==> src/snlt_pkg.sv <==
package snlt_pkg;

  localparam int ENTRIES_DEF    = 512;
  localparam int NAME_BYTES_DEF = 12;
  localparam logic [7:0] DEFAULT_TYPE_RST = 8'd67;

  typedef enum logic [1:0] {
    FN_APPEND = 2'd0,
    FN_SORT   = 2'd1,
    FN_LOOKUP = 2'd2,
    FN_CLEAR  = 2'd3
  } func_t;

  localparam logic [1:0] STAT_OK   = 2'd0;
  localparam logic [1:0] STAT_MISS = 2'd1;
  localparam logic [1:0] STAT_FULL = 2'd2;

  // queued word header, key travels beside it
  typedef struct packed {
    logic       valid;
    func_t      func;
    logic [7:0] type_code;
  } qhdr_t;

  function automatic logic [7:0] fold_byte(input logic [7:0] c);
    if (c >= 8'h41 && c <= 8'h5a) begin
      return c + 8'h20;
    end
    return c;
  endfunction

endpackage

==> src/snlt_front.sv <==
module snlt_front #(
  parameter int NAME_BYTES = snlt_pkg::NAME_BYTES_DEF
) (
  input  logic                    clk,
  input  logic                    rst_n,
  input  logic                    in_valid,
  output logic                    in_ready,
  input  logic [1:0]              in_func,
  input  logic [63:0]             in_name_lo,
  input  logic [31:0]             in_name_hi,
  input  logic [7:0]              in_type_code,
  output snlt_pkg::qhdr_t         q,
  output logic [8*NAME_BYTES-1:0] q_key,
  input  logic                    q_pop
);

  localparam int KW = 8 * NAME_BYTES;

  logic [KW-1:0]   key;
  logic [KW-1:0]   fifo_key_r [2];
  snlt_pkg::func_t fifo_fn_r  [2];
  logic [7:0]      fifo_ty_r  [2];
  logic            wp_r, rp_r;
  logic [1:0]      cnt_r;
  logic            push;

  // key: byte 0 at the top, folded, zero from the first zero byte on
  always_comb begin
    logic [95:0] raw;
    logic [7:0]  c;
    logic        ended;
    raw   = {in_name_hi, in_name_lo};
    ended = 1'b0;
    key   = '0;
    for (int k = 0; k < NAME_BYTES; k++) begin
      c = raw[8*k +: 8];
      if (c == 8'd0) begin
        ended = 1'b1;
      end
      if (!ended) begin
        key[KW-1-8*k -: 8] = snlt_pkg::fold_byte(c);
      end
    end
  end

  assign in_ready = (cnt_r != 2'd2);
  assign push     = in_valid && in_ready;

  always_ff @(posedge clk) begin
    if (push) begin
      fifo_key_r[wp_r] <= key;
      fifo_fn_r[wp_r]  <= snlt_pkg::func_t'(in_func);
      fifo_ty_r[wp_r]  <= in_type_code;
    end
  end

  always_ff @(posedge clk) begin
    if (!rst_n) begin
      wp_r  <= 1'b0;
      rp_r  <= 1'b0;
      cnt_r <= 2'd0;
    end else begin
      if (push) begin
        wp_r <= ~wp_r;
      end
      if (q_pop) begin
        rp_r <= ~rp_r;
      end
      cnt_r <= cnt_r + {1'b0, push} - {1'b0, q_pop};
    end
  end

  assign q.valid     = (cnt_r != 2'd0);
  assign q.func      = fifo_fn_r[rp_r];
  assign q.type_code = fifo_ty_r[rp_r];
  assign q_key       = fifo_key_r[rp_r];

endmodule

==> config.mk <==
export PLATFORM = sky130hd
export DESIGN_NAME = snlt_front
export DESIGN_NICKNAME = d
export VERILOG_FILES = /design/src/snlt_pkg.sv /design/src/snlt_front.sv
export SDC_FILE = /design/constraint.sdc
export NUM_CORES = 1
export LEC_CHECK = 0
export ABC_AREA = 0
export BUFFER_PORTS_ARGS = -buffer_cell sky130_fd_sc_hd__buf_4
export CAP_MARGIN = 40
export CELL_PAD_IN_SITES_DETAIL_PLACEMENT = 0
export CELL_PAD_IN_SITES_GLOBAL_PLACEMENT = 1
export CORE_ASPECT_RATIO = 0.6
export CORE_MARGIN = 4
export CORE_UTILIZATION = 30
export CTS_CLUSTER_SIZE = 25
export DETAILED_ROUTE_END_ITERATION = 10
export GPL_TIMING_DRIVEN = 0
export PLACE_DENSITY_LB_ADDON = 0.15
export SYNTH_ARGS = -nofsm -noshare
export SYNTH_HDL_FRONTEND = slang
export SYNTH_SLANG_ARGS = --single-unit
==> constraint.sdc <==
create_clock -name clk -period 13.66 [get_ports clk]
set_input_delay 0.683 -clock clk [delete_from_list [all_inputs] [get_ports clk]]
set_output_delay 0.683 -clock clk [all_outputs]
set_load 0.03 [all_outputs]
==> results.json <==
{
  "gp_congestion": 0.7761,
  "cts_setup_buffers": 0,
  "holdPathStages": 1,
  "min_period_over_period": 0.2717,
  "cts.sinks": 217,
  "area_growth_pct": 31.81,
  "htree_levels": 1,
  "p_per_area_nw_per_um2": 155.5,
  "syn_area_um2": 9563,
  "synth_top_family_by_area": "multiplexers",
  "pin_count": 218,
  "initial_core_util": 0.3057,
  "tightest_slew_ns": 0.8592,
  "crit_required_ns": 12.98,
  "crit_arrival_ns": 3.03,
  "synth_edf_count": 212,
  "synth_fa_ha_area_frac": 0.01832,
  "synth-seq-cells": 217,
  "avgSynthCellArea_um2": 15.55,
  "postRouteAntennaNets": 0,
  "grt_antenna_before_repair": 0,
  "port-buffer-count": 217,
  "wl_per_cell_um": 19.20,
  "synthXorXnorAreaFrac": 0.002748,
  "dp.cells": 1253,
  "final_cells": 1296,
  "leakage_nw": 4.753,
  "finalSetupViolations": 0,
  "die-area_um2": 34890,
  "min_to": "fifo_ty_r[1][2]",
  "clock-root-buffer": "clkbuf_16",
  "grt_pass1_vias": 6356,
  "wirelength_um": 24880,
  "drive_above_1_share": 0.4557,
  "synthCells": 615,
  "cts_hold_buf": 0,
  "dp.final_hpwl_um": 18490,
  "path_clk_slew_ns": 0.06,
  "cts_resized": 0,
  "vias": 6067,
  "startpoint_type": "flop",
  "hold_violations": 0,
  "worstSkewPairLatency_ns": 0.52,
  "fin_crit_ns": 3.712,
  "rows": 50,
  "worstHoldStart": "in_type_code[2]",
  "synthMuxAreaShare": 0.1248,
  "yosysWarnings": 0,
  "final_common_cell": "buf_4",
  "mostFrequentLayoutCells": "219 x buf_4, 212 x edfxtp_1, 106 x mux2_2",
  "grt_max_degree": 57,
  "overflow": 0,
  "die_w_um": 238.5,
  "n_antenna_cell": 0,
  "slew_headroom": 0.4258,
  "cap_violations": 0,
  "cts_tree": "yes",
  "rr_startpoint": "cnt_r[0]",
  "synth_fp_nets": 739,
  "first_pass_iters": 4,
  "synth_compound_area_frac": 0.04082,
  "yosys.area_share.simple": 0.1166,
  "synth_cell_type_count": 54,
  "gr-usage-all-layers": 0.1377,
  "status": "complete, no violations",
  "ys.flop_type": "edfxtp_1",
  "fin_setup_tns_ns": 0,
  "die_y_um": 146.3,
  "skew_ns": 0.01200,
  "ys_async_sr_fraction": 0,
  "fmax_mhz": 269.4,
  "drv_slew": 0,
  "r2r-end": "fifo_key_r[0][49]",
  "place_area_um2": 11850,
  "fin_area_um2": 12600,
  "worstRegToRegCells": 5,
  "coreArea_um2": 31280,
  "clockBufferDepth": 3,
  "min_path_type": "input port to flop",
  "synth_seq_area_share": 0.6762,
  "peakVddDrop_mv": 0.1028,
  "grt_pass1_wl_um": 37600,
  "viasPerCell": 4.681,
  "rrSetupSlack_ns": 11.52,
  "rsz0062_at_grt": "false",
  "cp_max_fo": 10,
  "drc": 0,
  "numCtsBuffers": 24,
  "drt_iter0_drc": 253,
  "end_kind": "primary output",
  "critical_path_class": "flop to primary output",
  "fin_nets": 987
}
[registers in the layout, summed over array words and instances, names as in the netlist, named ones only]
signal / flops
fifo_ty_r: 16
fifo_key_r: 192
wp_r: 1
cnt_r: 2
fifo_fn_r: 4
rp_r: 1
[final cells by class]
type | count | area [um^2]
multi-input cells | 354 | 2913
clock inverters | 12 | 108.9
clock buffers | 31 | 648.1
flip-flops and latches | 217 | 6466
fillers | 2950 | 18680
plain buffers | 25 | 125.1
repair buffers | 222 | 1752
inverters | 19 | 71.32
well taps | 416 | 520.5
[cells by family after synthesis]
| family | Yosys count |
|---|---|
| AO/OA/AOI/OAI | 57 |
| XOR/XNOR | 3 |
| adder cells (fa/ha/maj) | 14 |
| buffers and inverters | 44 |
| flip-flops | 217 |
| multiplexers | 106 |
| AND/OR/NAND/NOR | 174 |
[metrics by stage]
step	setup WS (ns)	power [mW]	util	hold slack [ns]
after detailed placement	10.37	1.354	0.3788	0.5700
after global placement	4.754	1.349	0.3744	0.5533
after CTS	9.807	1.992	0.4030	0.3121
after floorplan	7.855	1.157	-	0.5415
final	9.948	1.960	0.4030	0.3449
after global routing	9.713	2.052	0.4030	0.3147
[synthesized netlist by cell type (2+ instances only)]
library cell  instances  area share
and2_4               15       0.014
and2_1               20       0.013
buf_1                 2     0.00079
nand2_1              15      0.0059
nor4b_4               2      0.0050
a21o_2                2      0.0018
and3_1               21       0.014
nor2_1               22      0.0086
dfxtp_1               5       0.010
o211ai_1              3      0.0024
or2_2                 3      0.0020
nand3_1               3      0.0016
o22ai_1               3      0.0020
or3_1                 4      0.0026
a21oi_1              22       0.012
o21a_1                8      0.0063
or4_1                 7      0.0055
a211oi_1              2      0.0016
a31oi_1               5      0.0033
and4b_1               2      0.0021
nor3_1               27       0.014
buf_6                 3      0.0035
nor4_1                9      0.0059
nand2b_1              3      0.0020
inv_1                19      0.0075
ha_1                 14       0.018
nor2b_1               2      0.0013
mux2_2              106        0.12
nor3b_1               6      0.0047
buf_4                 2      0.0016
or4_4                 2      0.0024
nor4b_1               3      0.0027
edfxtp_1            212        0.67
a21o_1                4      0.0031
xnor2_1               2      0.0018
clkbuf_1             17      0.0067
[layer usage]
metal  global-route usage  vias to the layer above  wire (um)
met5                    0                        -          0
met2               0.2151                      145      11400
met4              0.03276                        0        605
met3              0.03285                       39       1285
li1                     -                     2878          -
met1               0.1949                     3005      11590
[critical path, stage by stage, from the launching register on]
cell,delay (ns)
dfxtp_1,0.30
clkbuf_1,0.47
clkbuf_1,0.59
clkbuf_1,0.55
mux2_2,0.42
buf_4,0.17
[report_power, final]
| group | internal, mW | switching (mW) | total [mW] |
|---|---|---|---|
| combinational | 0.188 | 0.287 | 0.475 |
| clock | 0.372 | 0.257 | 0.629 |
| sequential | 0.838 | 0.0180 | 0.856 |
[worst max-delay path by stage]
stage	slack, ns	cells after the start	endpoint
3_5_place_dp	10.37	5	q_key[61]
6_report	9.95	5	q_key[75]
5_1_grt	9.71	5	q_key[61]
2_1_floorplan	7.85	3	fifo_fn_r[0][0]
4_1_cts	9.81	5	q_key[61]
3_3_place_gp	4.75	3	fifo_key_r[0][64]
Note: power is estimated with default switching activity, not from simulation.
